**src/hdl/mwc_pkg.sv**
```systemverilog
// Shared types and constants for the microwave oven controller.
// No dependencies; imported by every module of the block and by its checker.
package mwc_pkg;

    // Event codes carried in s_tuser
    localparam logic [2:0] CMD_TICK    = 3'd0;
    localparam logic [2:0] CMD_START   = 3'd1;
    localparam logic [2:0] CMD_STOP    = 3'd2;
    localparam logic [2:0] CMD_POWER   = 3'd3;
    localparam logic [2:0] CMD_MODE    = 3'd4;
    localparam logic [2:0] CMD_DEFROST = 3'd5;
    localparam logic [2:0] CMD_CLOCK   = 3'd6;
    localparam logic [2:0] CMD_DIAL    = 3'd7;

    // Controller phase codes
    localparam logic [2:0] PH_IDLE     = 3'd0;
    localparam logic [2:0] PH_HOURS    = 3'd1;
    localparam logic [2:0] PH_MINUTES  = 3'd2;
    localparam logic [2:0] PH_POWER    = 3'd3;
    localparam logic [2:0] PH_COOKTIME = 3'd4;
    localparam logic [2:0] PH_COOKING  = 3'd5;
    localparam logic [2:0] PH_MODE     = 3'd6;
    localparam logic [2:0] PH_DEFROST  = 3'd7;

    // Limits and fixed amounts
    localparam logic [5:0] SEC_MAX        = 6'd59;
    localparam logic [4:0] HOUR_MAX       = 5'd23;
    localparam logic [6:0] COOK_MIN_MAX   = 7'd99;
    localparam logic [5:0] QUICK_SEC      = 6'd30;
    localparam logic [4:0] POWER_DIAL_MAX = 5'd20;
    localparam logic [7:0] POWER_MAX      = 8'd200;
    localparam logic [1:0] MODE_MAX       = 2'd3;
    localparam logic [5:0] DEFROST_MIN    = 6'd15;

    // One input beat
    typedef struct packed {
        logic [2:0] cmd;
        logic [5:0] dial_value;
        logic [5:0] defrost_seconds;
    } mwc_in_t;

    // One result beat
    typedef struct packed {
        logic [2:0] phase;
        logic [4:0] clock_hours;
        logic [5:0] clock_minutes;
        logic [6:0] cook_minutes;
        logic [5:0] cook_seconds;
        logic [7:0] power_level;
        logic [1:0] cook_mode;
        logic       heating;
        logic       done_res;
    } mwc_res_t;

endpackage

```
**src/hdl/mwc_in_reg.sv**
```systemverilog
// Input register of the microwave oven controller: holds one accepted event beat.
// Depends on mwc_pkg.
module mwc_in_reg (
    input  logic             clk,
    input  logic             rst_n,
    input  logic             in_valid,
    input  mwc_pkg::mwc_in_t in_beat,
    output logic             in_ready,
    input  logic             advance,
    output logic             valid,
    output mwc_pkg::mwc_in_t beat
);
    import mwc_pkg::*;

    logic    valid_reg;
    logic    valid_next;
    mwc_in_t beat_reg;

    // Take a new beat when empty or when the held one moves on
    assign in_ready = !valid_reg || advance;

    always_comb
    begin
        valid_next = valid_reg;
        if (in_ready)
        begin
            valid_next = in_valid;
        end
        else if (advance)
        begin
            valid_next = 1'b0;
        end
    end

    always_ff @(posedge clk or negedge rst_n)
    begin
        if (!rst_n)
        begin
            valid_reg <= 1'b0;
        end
        else
        begin
            valid_reg <= valid_next;
        end
    end

    // Load payload on every accepted beat
    always_ff @(posedge clk)
    begin
        if (in_ready && in_valid)
        begin
            beat_reg <= in_beat;
        end
    end

    assign valid = valid_reg;
    assign beat  = beat_reg;

endmodule

```
**src/hdl/mwc_fsm.sv**
```systemverilog
// Controller state and next-state logic: phase, time of day, cook countdown, settings.
// Depends on mwc_pkg; produces the result of the event it is handed.
module mwc_fsm (
    input  logic              clk,
    input  logic              rst_n,
    input  logic              advance,
    input  mwc_pkg::mwc_in_t  beat,
    output mwc_pkg::mwc_res_t res
);
    import mwc_pkg::*;

    logic [2:0] phase_reg, phase_next;
    logic [4:0] hour_reg, hour_next;
    logic [5:0] minute_reg, minute_next;
    logic [5:0] second_reg, second_next;
    logic [6:0] cook_min_reg, cook_min_next;
    logic [5:0] cook_sec_reg, cook_sec_next;
    logic [7:0] power_reg, power_next;
    logic [1:0] mode_reg, mode_next;
    logic       from_idle_reg, from_idle_next;
    logic       from_setup_reg, from_setup_next;
    logic       done;

    always_comb
    begin
        logic [5:0] dsec;
        logic       go;
        logic [2:0] target;
        logic [4:0] pdial;

        phase_next      = phase_reg;
        hour_next       = hour_reg;
        minute_next     = minute_reg;
        second_next     = second_reg;
        cook_min_next   = cook_min_reg;
        cook_sec_next   = cook_sec_reg;
        power_next      = power_reg;
        mode_next       = mode_reg;
        from_idle_next  = from_idle_reg;
        from_setup_next = from_setup_reg;
        done            = 1'b0;
        go              = 1'b0;
        target          = PH_IDLE;
        pdial           = 5'd0;

        // Clamp the defrost seconds
        if (beat.defrost_seconds < DEFROST_MIN)
        begin
            dsec = DEFROST_MIN;
        end
        else if (beat.defrost_seconds > SEC_MAX)
        begin
            dsec = SEC_MAX;
        end
        else
        begin
            dsec = beat.defrost_seconds;
        end

        unique case (beat.cmd)
            CMD_TICK:
            begin
                // Advance the time of day
                if (second_reg < SEC_MAX)
                begin
                    second_next = second_reg + 6'd1;
                end
                else
                begin
                    second_next = 6'd0;
                    if (minute_reg < SEC_MAX)
                    begin
                        minute_next = minute_reg + 6'd1;
                    end
                    else
                    begin
                        minute_next = 6'd0;
                        hour_next   = (hour_reg < HOUR_MAX) ? hour_reg + 5'd1 : 5'd0;
                    end
                end
                // Count the cook time down, end cooking at zero
                if (phase_reg == PH_COOKING)
                begin
                    if (cook_sec_reg != 6'd0)
                    begin
                        cook_sec_next = cook_sec_reg - 6'd1;
                        if (cook_sec_reg == 6'd1 && cook_min_reg == 7'd0)
                        begin
                            done = 1'b1;
                        end
                    end
                    else if (cook_min_reg == 7'd0)
                    begin
                        done = 1'b1;
                    end
                    else
                    begin
                        cook_min_next = cook_min_reg - 7'd1;
                        cook_sec_next = SEC_MAX;
                    end
                    if (done)
                    begin
                        go     = 1'b1;
                        target = PH_IDLE;
                    end
                end
            end
            CMD_START:
            begin
                if (phase_reg == PH_COOKING)
                begin
                    // Add thirty seconds, saturate at the top
                    if (cook_sec_reg < QUICK_SEC)
                    begin
                        cook_sec_next = cook_sec_reg + QUICK_SEC;
                    end
                    else if (cook_min_reg < COOK_MIN_MAX)
                    begin
                        cook_min_next = cook_min_reg + 7'd1;
                        cook_sec_next = cook_sec_reg - QUICK_SEC;
                    end
                    else
                    begin
                        cook_sec_next = SEC_MAX;
                    end
                end
                else if (phase_reg == PH_IDLE || phase_reg == PH_COOKTIME ||
                         phase_reg == PH_DEFROST)
                begin
                    go     = 1'b1;
                    target = PH_COOKING;
                end
            end
            CMD_STOP:
            begin
                go     = 1'b1;
                target = PH_IDLE;
            end
            CMD_POWER:
            begin
                if (phase_reg == PH_IDLE)
                begin
                    go     = 1'b1;
                    target = PH_POWER;
                end
                else if (phase_reg == PH_POWER)
                begin
                    go     = 1'b1;
                    target = PH_COOKTIME;
                end
            end
            CMD_MODE:
            begin
                if (phase_reg == PH_IDLE)
                begin
                    go     = 1'b1;
                    target = PH_MODE;
                end
                else if (phase_reg == PH_MODE)
                begin
                    go     = 1'b1;
                    target = PH_COOKTIME;
                end
            end
            CMD_DEFROST:
            begin
                if (phase_reg == PH_IDLE)
                begin
                    go     = 1'b1;
                    target = PH_DEFROST;
                end
            end
            CMD_CLOCK:
            begin
                if (phase_reg == PH_IDLE)
                begin
                    go     = 1'b1;
                    target = PH_HOURS;
                end
                else if (phase_reg == PH_HOURS)
                begin
                    go     = 1'b1;
                    target = PH_MINUTES;
                end
                else if (phase_reg == PH_MINUTES)
                begin
                    go     = 1'b1;
                    target = PH_IDLE;
                end
            end
            CMD_DIAL:
            begin
                // Write the setting of the current phase, saturated
                if (phase_reg == PH_HOURS)
                begin
                    hour_next = (beat.dial_value > 6'(HOUR_MAX)) ? HOUR_MAX
                                                                 : beat.dial_value[4:0];
                end
                else if (phase_reg == PH_MINUTES)
                begin
                    minute_next = (beat.dial_value > SEC_MAX) ? SEC_MAX : beat.dial_value;
                end
                else if (phase_reg == PH_POWER)
                begin
                    pdial = (beat.dial_value > 6'(POWER_DIAL_MAX)) ? POWER_DIAL_MAX
                                                                   : beat.dial_value[4:0];
                    power_next = {pdial, 3'b000} + {2'b00, pdial, 1'b0};
                end
                else if (phase_reg == PH_COOKTIME)
                begin
                    cook_sec_next = (beat.dial_value > SEC_MAX) ? SEC_MAX : beat.dial_value;
                end
                else if (phase_reg == PH_MODE)
                begin
                    mode_next = (beat.dial_value > 6'(MODE_MAX)) ? MODE_MAX
                                                                 : beat.dial_value[1:0];
                end
            end
            default:
            begin
            end
        endcase

        // Leave the current phase, then enter the target
        if (go)
        begin
            if (phase_reg == PH_IDLE)
            begin
                from_idle_next  = 1'b1;
                from_setup_next = 1'b0;
            end
            else if (phase_reg == PH_COOKTIME)
            begin
                from_idle_next  = 1'b0;
                from_setup_next = 1'b1;
            end
            else if (phase_reg == PH_DEFROST)
            begin
                from_idle_next  = 1'b0;
                from_setup_next = 1'b1;
                cook_min_next   = 7'd0;
                cook_sec_next   = dsec;
            end
            phase_next = target;
            if (target == PH_COOKING)
            begin
                if (from_idle_next)
                begin
                    cook_min_next  = 7'd0;
                    cook_sec_next  = QUICK_SEC;
                    from_idle_next = 1'b0;
                end
                else if (from_setup_next)
                begin
                    cook_min_next = 7'd0;
                end
            end
        end
    end

    // Commit the event when it moves to the result register
    always_ff @(posedge clk or negedge rst_n)
    begin
        if (!rst_n)
        begin
            phase_reg      <= PH_IDLE;
            hour_reg       <= 5'd0;
            minute_reg     <= 6'd0;
            second_reg     <= 6'd0;
            cook_min_reg   <= 7'd0;
            cook_sec_reg   <= 6'd0;
            power_reg      <= 8'd0;
            mode_reg       <= 2'd0;
            from_idle_reg  <= 1'b0;
            from_setup_reg <= 1'b0;
        end
        else if (advance)
        begin
            phase_reg      <= phase_next;
            hour_reg       <= hour_next;
            minute_reg     <= minute_next;
            second_reg     <= second_next;
            cook_min_reg   <= cook_min_next;
            cook_sec_reg   <= cook_sec_next;
            power_reg      <= power_next;
            mode_reg       <= mode_next;
            from_idle_reg  <= from_idle_next;
            from_setup_reg <= from_setup_next;
        end
    end

    // Result shows the state after the event
    always_comb
    begin
        res.phase         = phase_next;
        res.clock_hours   = hour_next;
        res.clock_minutes = minute_next;
        res.cook_minutes  = cook_min_next;
        res.cook_seconds  = cook_sec_next;
        res.power_level   = power_next;
        res.cook_mode     = mode_next;
        res.heating       = (phase_next == PH_COOKING);
        res.done_res      = done;
    end

endmodule

```
**src/hdl/microwave_oven_controller.sv**
```systemverilog
// Top level of the microwave oven controller: input register, controller, result register.
// Depends on mwc_pkg, mwc_in_reg and mwc_fsm.

// The controller takes one event beat per clock cycle while the output is free and returns
// one result beat per event. The event is registered, then the controller's next-state
// logic works on it combinationally and the result register captures the state after the
// event; a result that waits on m_tready holds back only the beat in the input register,
// so one event per cycle is sustained while the output is taken.
module microwave_oven_controller (
    input  logic        clk,
    input  logic        rst_n,
    input  logic        s_tvalid,
    output logic        s_tready,
    input  logic [15:0] s_tdata,  // dial_value[5:0], defrost_seconds[11:6], zero[15:12]
    input  logic [2:0]  s_tuser,  // cmd[2:0]
    output logic        m_tvalid,
    input  logic        m_tready,
    output logic [39:0] m_tdata   // phase[2:0], clock_hours[7:3], clock_minutes[13:8],
                                  // cook_minutes[20:14], cook_seconds[26:21],
                                  // power_level[34:27], cook_mode[36:35], heating[37],
                                  // done_res[38], zero[39]
);
    import mwc_pkg::*;

    mwc_in_t  in_beat;
    mwc_in_t  held_beat;
    logic     held_valid;
    logic     advance;
    mwc_res_t res;
    mwc_res_t res_reg;
    logic     m_tvalid_reg;
    logic     m_tvalid_next;

    // Unpack the slave beat
    assign in_beat.cmd             = s_tuser;
    assign in_beat.dial_value      = s_tdata[5:0];
    assign in_beat.defrost_seconds = s_tdata[11:6];

    // Move the held event on when the result register is free or draining
    assign advance = held_valid && (!m_tvalid_reg || m_tready);

    mwc_in_reg u_in_reg (
        .clk      (clk),
        .rst_n    (rst_n),
        .in_valid (s_tvalid),
        .in_beat  (in_beat),
        .in_ready (s_tready),
        .advance  (advance),
        .valid    (held_valid),
        .beat     (held_beat)
    );

    mwc_fsm u_fsm (
        .clk     (clk),
        .rst_n   (rst_n),
        .advance (advance),
        .beat    (held_beat),
        .res     (res)
    );

    // Result register valid
    always_comb
    begin
        m_tvalid_next = m_tvalid_reg;
        if (advance)
        begin
            m_tvalid_next = 1'b1;
        end
        else if (m_tready)
        begin
            m_tvalid_next = 1'b0;
        end
    end

    always_ff @(posedge clk or negedge rst_n)
    begin
        if (!rst_n)
        begin
            m_tvalid_reg <= 1'b0;
        end
        else
        begin
            m_tvalid_reg <= m_tvalid_next;
        end
    end

    // Capture the result payload
    always_ff @(posedge clk)
    begin
        if (advance)
        begin
            res_reg <= res;
        end
    end

    assign m_tvalid = m_tvalid_reg;
    assign m_tdata  = {1'b0, res_reg.done_res, res_reg.heating, res_reg.cook_mode,
                       res_reg.power_level, res_reg.cook_seconds, res_reg.cook_minutes,
                       res_reg.clock_minutes, res_reg.clock_hours, res_reg.phase};

endmodule

```
**config.mk**
```make
export PLATFORM = sky130hd
export DESIGN_NAME = microwave_oven_controller
export DESIGN_NICKNAME = d
export VERILOG_FILES = /design/src/hdl/mwc_pkg.sv /design/src/hdl/mwc_in_reg.sv /design/src/hdl/mwc_fsm.sv /design/src/hdl/microwave_oven_controller.sv
export SDC_FILE = /design/constraint.sdc
export NUM_CORES = 1
export LEC_CHECK = 0
export BUFFER_PORTS_ARGS = -buffer_cell sky130_fd_sc_hd__buf_4
export CELL_PAD_IN_SITES_DETAIL_PLACEMENT = 0
export CELL_PAD_IN_SITES_GLOBAL_PLACEMENT = 1
export CORE_MARGIN = 2
export CORE_UTILIZATION = 38
export CTS_CLUSTER_DIAMETER = 150
export CTS_CLUSTER_SIZE = 30
export DETAILED_ROUTE_END_ITERATION = 16
export PLACE_DENSITY = 0.71
export RECOVER_POWER = 25
export SETUP_SLACK_MARGIN = 0.5
export SYNTH_ARGS = -nofsm -noshare
export SYNTH_HDL_FRONTEND = slang
export SYNTH_SLANG_ARGS = --single-unit
```
**constraint.sdc**
```tcl
create_clock -name clk -period 7.5 [get_ports clk]
set_clock_uncertainty 0.1 [all_clocks]
set_input_delay 1.125 -clock clk [delete_from_list [all_inputs] [get_ports clk]]
set_output_delay 1.125 -clock clk [all_outputs]
set_load 0.03 [all_outputs]
```
# After elaboration in Yosys (flattened, before gate mapping)
# Index checks and enable logic that the tools add are counted.
[word_totals] regBits=101 out_inout_bits=42
[op_classes] add_sub_neg=9 order_cmp=11 eq_ne=17 muxes=100 n_reduce_logical=18
[ops] operator="6-bit 2-to-1 mux" count=24
[ops] operator="7-bit 2-to-1 mux" count=13
[ops] operator="8-bit 2-to-1 mux" count=4
[ops] operator="3-bit equality test, second input constant" count=10
[ops] operator="1-bit 2-to-1 mux" count=30
[ops] operator="5-bit 2-to-1 mux" count=6
[ops] operator="3-bit 2-to-1 mux" count=9
[ops] operator="6-bit one-hot mux with 3 select lines" count=1
[ops] operator="2-bit 2-to-1 mux" count=8
[ops] operator="3-bit one-hot mux with 5 select lines" count=1
[ops] operator="7-bit one-hot mux with 2 select lines" count=1
[ops] operator="6-bit by 1-bit adder with 6-bit output, second input constant" count=2
[ops] operator="3-bit by 2-bit equality test with 1-bit output, second input constant" count=4
[ops] operator="6-bit by 5-bit > comparator with 1-bit output, second input constant" count=2
[ops] operator="6-bit > comparator, second input constant" count=2
[ops] operator="6-bit less-than comparator, second input constant" count=2
[ops] operator="6-bit one-hot mux with 2 select lines" count=1
[ops] operator="5-bit one-hot mux with 2 select lines" count=1
[ops] operator="8-bit by 6-bit adder with 8-bit output" count=1
[ops] operator="7-bit by 1-bit adder with 7-bit output, second input constant" count=1
[ops] operator="7-bit zero test" count=1
[ops] operator="7-bit less-than comparator, second input constant" count=1
[ops] operator="1-bit one-hot mux with 7 select lines" count=1
[ops] operator="7-bit by 1-bit subtractor with 7-bit output, second input constant" count=1
[ops] operator="other kinds (17)" count=28

# Logic depth before layout (Yosys ltp)
# Gate-level depths: netlist of the first run.
[logic_depth] ltp_word=14 depth_mapped=10 depth_no_buf=10

# By module
# From an unflattened synthesis of the first run, not the netlist that was laid out.
[unflattened] hier_cells=626 hier_area_um2=5982.0
[by_module_without_submodules] module="mwc_fsm" n_inst=1 cells_each=562 area_each_um2=4251.6
[by_module_without_submodules] module="microwave_oven_controller" n_inst=1 cells_each=45 area_each_um2=1226.2
[by_module_without_submodules] module="mwc_in_reg" n_inst=1 cells_each=19 area_each_um2=504.2

# Worst setup path before layout of the first run
# No wires, ideal clock.
[synth_path] path_type="input-to-reg" startpoint="input m_tready" endpoint="register u_fsm.cook_min_reg[0]" setup_ns=0.097 arrival_time_ns=3.492 setup_slack_ns=3.812 cell_stages=7 path_buffers=2 cell_sequence="nand2b_1 > nand2_1 > inv_1 > buf_1 > clkbuf_1 > a21oi_1 > a31oi_1"
[synth_between] elab_chain_cells=2
[synth_rtl] item="start, declared" line_no="microwave_oven_controller.sv:17" rtl="input logic m_tready,"
[synth_rtl] item="1-bit logical OR" line_no="microwave_oven_controller.sv:40" rtl="assign advance = held_valid && (!m_tvalid_reg || m_tready);"
[synth_rtl] item="1-bit logical AND" line_no="microwave_oven_controller.sv:40"
[synth_rtl] item="via advance" line_no="microwave_oven_controller.sv:28" rtl="logic advance;"
[synth_rtl] item="end signal, assigned" line_no="mwc_fsm.sv:283" rtl="cook_min_reg <= cook_min_next;"
[synth_rtl] item="end, declared" line_no="mwc_fsm.sv:16" rtl="logic [6:0] cook_min_reg, cook_min_next;"
# The timed path passes the listed nets, and every way through them passes these cells.
# A chain may end at the register's enable or synchronous reset.

# Worst setup path after layout of the first run
[layout_path] startpoint="input m_tready" endpoint="register u_fsm.power_reg[5]"
[layout_between] elab_chain_cells=2
[layout_rtl] item="1-bit logical OR" line_no="microwave_oven_controller.sv:40"
[layout_rtl] item="1-bit logical AND" line_no="microwave_oven_controller.sv:40"
[layout_rtl] item="end signal, assigned" line_no="mwc_fsm.sv:285" rtl="power_reg <= power_next;"
[layout_rtl] item="end, declared" line_no="mwc_fsm.sv:18" rtl="logic [7:0] power_reg, power_next;"
# No other way between the ends.

==> results of run 1 <==
-- metrics by stage --
stage,setup WS [ns],util [%]
floorplan,3.812,-
global placement,3.872,42.53
detailed placement,3.807,42.53
CTS,4.182,44.80
global route,3.661,44.78
finish,4.180,44.78
-- Yosys cell counts, drive strengths merged, types with 5 or more instances --
cell | instances | area [sq um]
a31oi | 12 | 75.07
nor3 | 24 | 158.9
xnor2 | 6 | 52.55
nor2b | 8 | 50.05
a21oi | 36 | 180.2
o211ai | 5 | 37.54
o21a | 5 | 38.79
nor4 | 5 | 61.31
and2 | 6 | 37.54
clkbuf | 11 | 42.54
nand3b | 6 | 57.56
inv | 12 | 45.04
o21ai | 42 | 214.0
ha | 14 | 175.2
buf | 27 | 166.4
o22ai | 5 | 31.28
and3 | 6 | 37.54
dfrtp | 45 | 1126
edfxtp | 54 | 1622
nor2 | 47 | 183.9
mux2 | 29 | 326.6
nand2b | 10 | 62.56
xor2 | 7 | 61.31
nand3 | 24 | 125.1
a21o | 6 | 45.04
nand4 | 13 | 81.33
nand2 | 59 | 221.5
-- worst paths after layout --
check | startpoint | endpoint | slack (ns) | depth (start not counted)
setup / recovery | m_tready | u_fsm.power_reg[5]$_DFFE_PN0P_ | 4.18 | 7
hold / removal | u_fsm.power_reg[4]$_DFFE_PN0P_ | u_fsm.power_reg[4]$_DFFE_PN0P_ | 0.38 | 2
setup reg to reg | u_fsm.phase_reg[2]$_DFFE_PN0P_ | m_tdata[19]$_DFFE_PP_ | 4.54 | 6
hold reg to reg | u_fsm.power_reg[4]$_DFFE_PN0P_ | u_fsm.power_reg[4]$_DFFE_PN0P_ | 0.38 | 2
max in group asynchronous | rst_n | u_fsm.cook_min_reg[4]$_DFFE_PN0P_ | 4.28 | 1
min in group asynchronous | rst_n | u_fsm.cook_sec_reg[1]$_DFFE_PN0P_ | 1.50 | 1
-- layout make-up --
type / instances / area [sq um] / share of cell area [%]
clock buffer: 10 / 229.0 / 3.339
clock inverter: 6 / 118.9 / 1.733
inverter: 12 / 45.04 / 0.6568
multi-input combinational: 452 / 2999 / 43.73
sequential: 99 / 2748 / 40.07
tap: 211 / 264.0 / 3.850
timing repair buffer: 61 / 454.2 / 6.623
-- logic make-up after synthesis --
| kind of cell | Yosys count |
|---|---|
| compound gates | 165 |
| xor+xnor | 13 |
| fa+ha+maj | 15 |
| buf+inv | 50 |
| flops | 99 |
| mux | 32 |
| other cells | 1 |
| simple gates | 226 |
-- power groups by stage --
stage          Sequential (uW)  Clock [uW]  Combinational, uW
2_1_floorplan              860           0                496
3_3_place_gp               882           0                648
3_5_place_dp               887           0                655
4_1_cts                    879         559                659
5_1_grt                    903         575                722
6_report                   882         546                661
-- metal layers --
metal / vias up / GRT usage, % / part of all wire, %
met5: - / 0 / 0
met4: 0 / 7.970 / 2.0
met3: 18 / 3.179 / 5.5
met2: 169 / 26.76 / 44
met1: 2363 / 27.39 / 48
li1: 2326 / - / -
-- cell usage in the layout, fill, tap and decap left out, types with 6 or more instances in the layout --
master,netlist,layout
sky130_fd_sc_hd__nor2b_1,8,8
sky130_fd_sc_hd__edfxtp_1,54,54
sky130_fd_sc_hd__a21o_1,6,6
sky130_fd_sc_hd__nand2b_1,10,10
sky130_fd_sc_hd__xor2_1,7,7
sky130_fd_sc_hd__ha_1,14,14
sky130_fd_sc_hd__dfrtp_1,45,45
sky130_fd_sc_hd__nor2_1,44,44
sky130_fd_sc_hd__mux2_2,29,29
sky130_fd_sc_hd__buf_4,6,44
sky130_fd_sc_hd__and3_1,6,6
sky130_fd_sc_hd__inv_1,12,11
sky130_fd_sc_hd__and2_1,6,6
sky130_fd_sc_hd__a21oi_1,36,36
sky130_fd_sc_hd__nand4_1,13,13
sky130_fd_sc_hd__clkbuf_4,0,16
sky130_fd_sc_hd__nand2_1,59,59
sky130_fd_sc_hd__nor3_1,20,20
sky130_fd_sc_hd__a31oi_1,12,12
sky130_fd_sc_hd__nand3_1,23,23
sky130_fd_sc_hd__o21ai_0,39,39
sky130_fd_sc_hd__clkbuf_16,0,9
sky130_fd_sc_hd__xnor2_1,6,6
-- worst max-delay path: stages --
cell and delay (ns):
sky130_fd_sc_hd__clkbuf_4 0.10, sky130_fd_sc_hd__nand2b_1 0.11, sky130_fd_sc_hd__nand2_1 0.27, sky130_fd_sc_hd__inv_2 0.40
sky130_fd_sc_hd__buf_4 0.64, sky130_fd_sc_hd__nand2_1 0.41, sky130_fd_sc_hd__mux2_2 0.37
==> impl_summary.md, run 1 <==
Layout
Cells with a size suffix above 1 make up 20.00% of the layout. The flip-flop count of the largest register, all copies and words added is 39. In the final design database the tool counted 673 nets.

The finished cells cover 0.006858 sq mm. After filler insertion, the fill cell instance count of the layout stands at 1534. The layout overhead on the synthesized area is 14.28%. 0 antenna diodes ended up in the layout.

Leaving out filler cells and counting taps, the final layout contains 851.

Synth
Summing the areas of all fa, ha and maj instances in the mapped netlist gives 3.253% of the synthesized area. The count of flip-flops with a built-in enable after synthesis is 54. The share of synthesized registers carrying an async set or reset is 45.45%. The number of nets in the synthesized netlist is 639. The post-synthesis compound-gate area fraction is 18.41%. In the synthesized netlist the dominant register cell turns out to be sky130_fd_sc_hd__edfxtp_1. Synthesis handed over a netlist of 601 instances. After synthesis the netlist holds a flip-flop and latch count of 99.

After synthesis, the mean cell area works out to 9.985 sq um. Sequential cells were found to cover 45.79% of the synthesized design area. Synthesis instantiated 81 different standard cells from the library. The warning count from the yosys run is 0. In this run the cell area of the synthesized design comes to 0.006001 sq mm. The synthesized-area fraction occupied by and/or/nand/nor cells is 20.41%.

The synthesized-area fraction occupied by xor and xnor cells is 1.897%. By area, the combinational part of the netlist is dominated by simple AND/OR/NAND/NOR gates. The multiplexer share of the synthesized area is 5.942%.

GRT
The number of global-route vias before repair is 4511. The number of antenna violations at the first check in global routing is 0. The first global-routing pass estimated 24.12 mm of wire. Entering global routing, the biggest net connects 53 pins.

The total congestion overflow is 0. The aggregate global-route resource usage is 18.55%.

Hold path
The path class of the tightest hold or removal check is reg2reg.

Clock network
The total clock buffers created by CTS is 9. The tree is rooted in a sky130_fd_sc_hd__clkbuf_16. After clock tree synthesis, the flow added hold-fix buffers numbering 0. Post-CTS timing repair inserted 0 buffers for setup. Gates resized during post-CTS repair numbered 0. The later-pin clock latency in the skew report is 0.35 ns. The CTS tree is yes. The number of levels in the clock H-tree is 3. The worst-case clock buffer depth is 2. The clock sink total is 99.

Clock-pin slew was measured on the worst setup and hold paths at 0.07 ns.

Drt
Summed over all layers, the routed wires come to 15.30 mm. The first-pass iteration count of the detailed router is 5. The number of nets still failing antenna checks after routing is 0.

After detailed routing, the average wire length per cell comes to 17.97 microns. After detailed routing, the number of remaining DRC violations is 0. The violation count after the first detailed-routing iteration is 437.

The final route contains 4876 vias. Dividing the detail-routed via count by the number of cells gives 5.730.

Power
In this run the power spent charging and discharging nets is 777.5 uW. Combinational logic burns 31.6% of the power. Sequential cells account for 42.2% of the total power. The internal power consumption is 1311 uW.

Summed over all cells, the static leakage comes to 0.002708 uW. VDD sags by at most 0.0001653 V. The final total power is 2089 uW.

The proportion of power drawn by the clock network is 26.1%. In this run the power density over the cells is 304.6 mW/mm^2. Net switching is 37.22% of the power.

STA
The worst path needs 3.320 ns of the cycle, external delays included. Based on the critical path, the design can be clocked at up to 301.2 MHz. For the pin with the worst max-slew slack, the measured transition is 2.663 ns. The setup TNS after final layout is 0 ns.

Across all hold checks on the routed design, the worst slack comes to 0.3807 ns. The fraction of the cycle the final worst path needs is 44.27%. Setup repair after global routing left no endpoint under its margin. The count of pins over their slew limit is 46. The relative slew slack is -77.51%. The final-report hold violation count is 0. The final count of negative-setup-slack endpoints is 0.

Floorplan
The die covers 0.01681 sq mm. The top-level I/O count is 65. The core region is 0.01531 sq mm. The die outline width is 129.7 microns. The total number of placement rows is 45. The die is 129.7 microns tall. Once the floorplan was initialized, standard cells occupied 39.18% of the core.

Critical path
The critical path in this run is classified as in2reg. The data arrival time of the worst path is 3.46 ns. The critical path launch point type is an input port. Along the worst path, the maximum fanout reaches 52.

The data required time of the worst path is 7.64 ns. The endpoint kind of the worst setup timing path is a flop.

Placement
Once placement completed, the tool counted placed cells totaling 835. The count of buffers added on input and output ports is 59. Routability-driven placement finished with a final weighted congestion of 0.9079.

The half-perimeter wire length of the detailed placement result is 10.54 mm. The instance area at placement is 0.006514 sq mm.

Run status
The flow ran to the end, but the final reports show violations. The final reports fail on capacitance limit, slew limit.

Job
The tool flagged a number of max-cap violations equal to 1.
(Power assumes the default switching activity.)
==> run 2, diff against run 1 <==
- clock period: 7.5 -> 3.3 ns (I/O delays scaled with it)
==> run 2 against run 1 <==
The flow now finishes without violations. Hold slack got worse by 0.15 ns. Power increased by 130%. Sequential cell count unchanged. Sequential share of layout area decreased by 0.80 points. Largest power group unchanged.
==> impl_summary.md, run 2 (same netlist as run 1, synthesis figures left out) <==
Drt
The total wire length is 15.75 mm (was 15.30 mm). The total number of vias is 4995 (was 4876). The violation count after the first detailed-routing iteration is 424 (was 437). The final routed DRC violation total is 0 (unchanged). The first-pass iteration count of the detailed router came to 5 (unchanged).

The post-detailed-route via-to-cell ratio is 5.741 (was 5.730). The detailed-route wire length per cell is 18.10 microns (was 17.97 microns). The number of nets still failing antenna checks after routing came to 0 (unchanged).

Layout
The number of nets in the final layout is 693 (was 673). The non-filler instance count after layout is 870 (was 851). The layout overhead on the synthesized area was 16.66% (was 14.28%). The post-route cell area is 0.007000 sq mm (was 0.006858 sq mm).

The most common cell after layout, fill and taps aside is sky130_fd_sc_hd__buf_4 (was sky130_fd_sc_hd__nand2_1). Most frequent cells in the layout: sky130_fd_sc_hd__buf_4 (63), sky130_fd_sc_hd__nand2_1 (59), sky130_fd_sc_hd__edfxtp_1 (54) (was sky130_fd_sc_hd__nand2_1 (59), sky130_fd_sc_hd__edfxtp_1 (54), sky130_fd_sc_hd__dfrtp_1 (45)). The number of fillers in the final layout came to 1467 (was 1534). The fraction of layout instances using a drive strength above 1 is 22.61% (was 20.00%). The count of antenna diodes in the layout is 0 (unchanged). The flip-flop count of the largest register, all copies and words added is 39 (unchanged).

Clock network
The clock edge transition at the registers on the reported setup and hold paths is 0.08 ns (was 0.07 ns). The CTS tree is yes (unchanged). The worst-case clock buffer depth is 2 (unchanged). The total clock buffers created by CTS came to 9 (unchanged). The later-pin clock latency in the skew report is 0.36 ns (was 0.35 ns). The number of levels in the clock H-tree came to 3 (unchanged). The clock sink total is 99 (unchanged).

The count of hold buffers inserted by post-cts repair is 0 (unchanged). The clock tree root driver cell is sky130_fd_sc_hd__clkbuf_16 (unchanged).

Critical path
The endpoint of the lowest-slack register-to-register path is m_tdata[32]$_DFFE_PP_ (was m_tdata[19]$_DFFE_PP_). The endpoint kind of the worst setup timing path is a flop (unchanged). The data arrival time of the worst path is 2.67 ns (was 3.46 ns). The critical path endpoint is m_tdata[32]$_DFFE_PP_ (was u_fsm.power_reg[5]$_DFFE_PN0P_). The data required time of the worst path is 3.31 ns (was 7.64 ns). The largest fanout on the critical path was 5 (was 52). The critical path launch point type is a flop (was input port). The startpoint of the lowest-slack register-to-register path is u_in_reg.beat[8]$_DFFE_PP_ (was u_fsm.phase_reg[2]$_DFFE_PN0P_).

The critical path startpoint is u_in_reg.beat[8]$_DFFE_PP_ (was m_tready). The internal reg-to-reg setup slack is 0.64 ns (was 4.54 ns). The count of cells along the worst register-to-register path came to 8 (was 6). The type of the worst setup path is reg2reg (was in2reg).

Placement
The weighted congestion at the end of routability-driven global placement is 0.8824 (was 0.9079). The count of port buffers added during placement is 59 (unchanged). The half-perimeter wire length of the detailed placement result is 10.82 mm (was 10.54 mm). The instance count after placement with tap cells included is 848 (was 835). The instance area at placement was 0.006624 sq mm (was 0.006514 sq mm).

Hold path
The type of the tightest min-delay check was in2reg (was reg2reg). The hold path startpoint is s_tdata[5] (was u_fsm.power_reg[4]$_DFFE_PN0P_).

Power
The leakage power summed over all cells is 0.002795 uW (was 0.002708 uW). The final total power came to 4700 uW (was 2089 uW). The maximum vdd drop was 0.0002801 V (was 0.0001653 V).

The cell area power density was 671.4 mW/mm^2 (was 304.6 mW/mm^2).

Floorplan
The full die area was 0.01681 sq mm (unchanged). The initial standard-cell utilization of the core is 39.18% (unchanged). The die height is 129.7 microns (unchanged). The die outline width came to 129.7 microns (unchanged). The area of the placeable core came to 0.01531 sq mm (unchanged). The total number of placement rows is 45 (unchanged). The top-level I/O count is 65 (unchanged).

GRT
The number of global-route vias before repair is 4753 (was 4511). The total congestion overflow came to 0 (unchanged). The pin count of the biggest net entering global routing was 46 (was 53). The aggregate global-route resource usage is 19.05% (was 18.55%). The global-route wire length before repair came to 24.98 mm (was 24.12 mm). The number of antenna violations at the first check in global routing is 0 (unchanged).

STA
Unrepaired setup endpoints after global routing: no (unchanged). The final hold slack was 0.2270 ns (was 0.3807 ns). The final count of negative-setup-slack endpoints was 0 (unchanged). Static timing analysis puts the maximum clock frequency at 375.8 MHz.

The count of pins over their slew limit is 0 (was 46). The final-report hold violation count is 0 (unchanged). The relative slew slack came to 11.44% (was -77.51%). The worst path in the final design needs a cycle of 2.661 ns, including I/O delays and setup. The transition time at the pin with the least slew margin is 1.328 ns (was 2.663 ns). The setup TNS after final layout is 0 ns (unchanged). The final critical path takes up 80.63% of the cycle.

Job
The count of maximum capacitance violations was 0 (was 1).

Run status
Run status: completed (was finished with violations).
-- run 2: layer usage --
layer,track usage [%],wire [microns],up-vias
met4,8.033,418,0
met3,2.890,851,28
met2,28.61,6926,166
li1,-,-,2367
met1,27.44,7554,2434
met5,0,0,-
-- run 2: area by class of cell --
type / instances / area [sq um] / share of cell area [%]
clock buffers: 10 / 250.2 / 3.575
clock inverters: 5 / 66.31 / 0.9473
inverters: 12 / 45.04 / 0.6434
multi-input cells: 452 / 2999 / 42.84
flip-flops and latches: 99 / 2749 / 39.27
well taps: 211 / 264.0 / 3.771
repair buffers: 81 / 626.9 / 8.954
-- run 2: worst min path at each step --
| stage | cells after the start | to |
|---|---|---|
| 2_1_floorplan | 0 | m_tvalid$_DFFE_PN0P_ |
| 6_report | 1 | u_in_reg.beat[11]$_DFFE_PP_ |
| 3_3_place_gp | 2 | u_fsm.power_reg[2]$_DFFE_PN0P_ |
| 4_1_cts | 1 | u_fsm.cook_sec_reg[1]$_DFFE_PN0P_ |
| 3_5_place_dp | 1 | u_fsm.power_reg[7]$_DFFE_PN0P_ |
| 5_1_grt | 1 | u_in_reg.beat[4]$_DFFE_PP_ |
-- run 2: power by group --
group	total, uW	internal (uW)	leakage [uW]	switching, uW
Clock	1130	641	0.000153	487
Combinational	1640	673	0.00154	966
Sequential	1930	1600	0.00110	329
Total	4700	2920	0.00279	1780
-- run 2: stage by stage --
step           setup WS [ns]  utilization [%]
6_report              0.6392            45.71
4_1_cts               0.5934            45.32
3_3_place_gp          0.6361            43.25
3_5_place_dp          0.6102            43.25
5_1_grt               0.5032            45.71
2_1_floorplan         0.8860                -
-- run 2: worst max-delay path, cell delays in order (launching register included) --
cell and delay, ns:
sky130_fd_sc_hd__edfxtp_1 0.47, sky130_fd_sc_hd__or2_2 0.36, sky130_fd_sc_hd__a21oi_1 0.22, sky130_fd_sc_hd__and2_1 0.20
sky130_fd_sc_hd__ha_1 0.17, sky130_fd_sc_hd__inv_1 0.05, sky130_fd_sc_hd__fa_1 0.40, sky130_fd_sc_hd__xnor2_1 0.17
sky130_fd_sc_hd__mux2_2 0.27
-- run 2: timing repair --
action	CTS	global route
buffers inserted	0	7
resized for setup	0	1
setup endpoints to repair	0	9
endpoints found under the hold margin	0	0
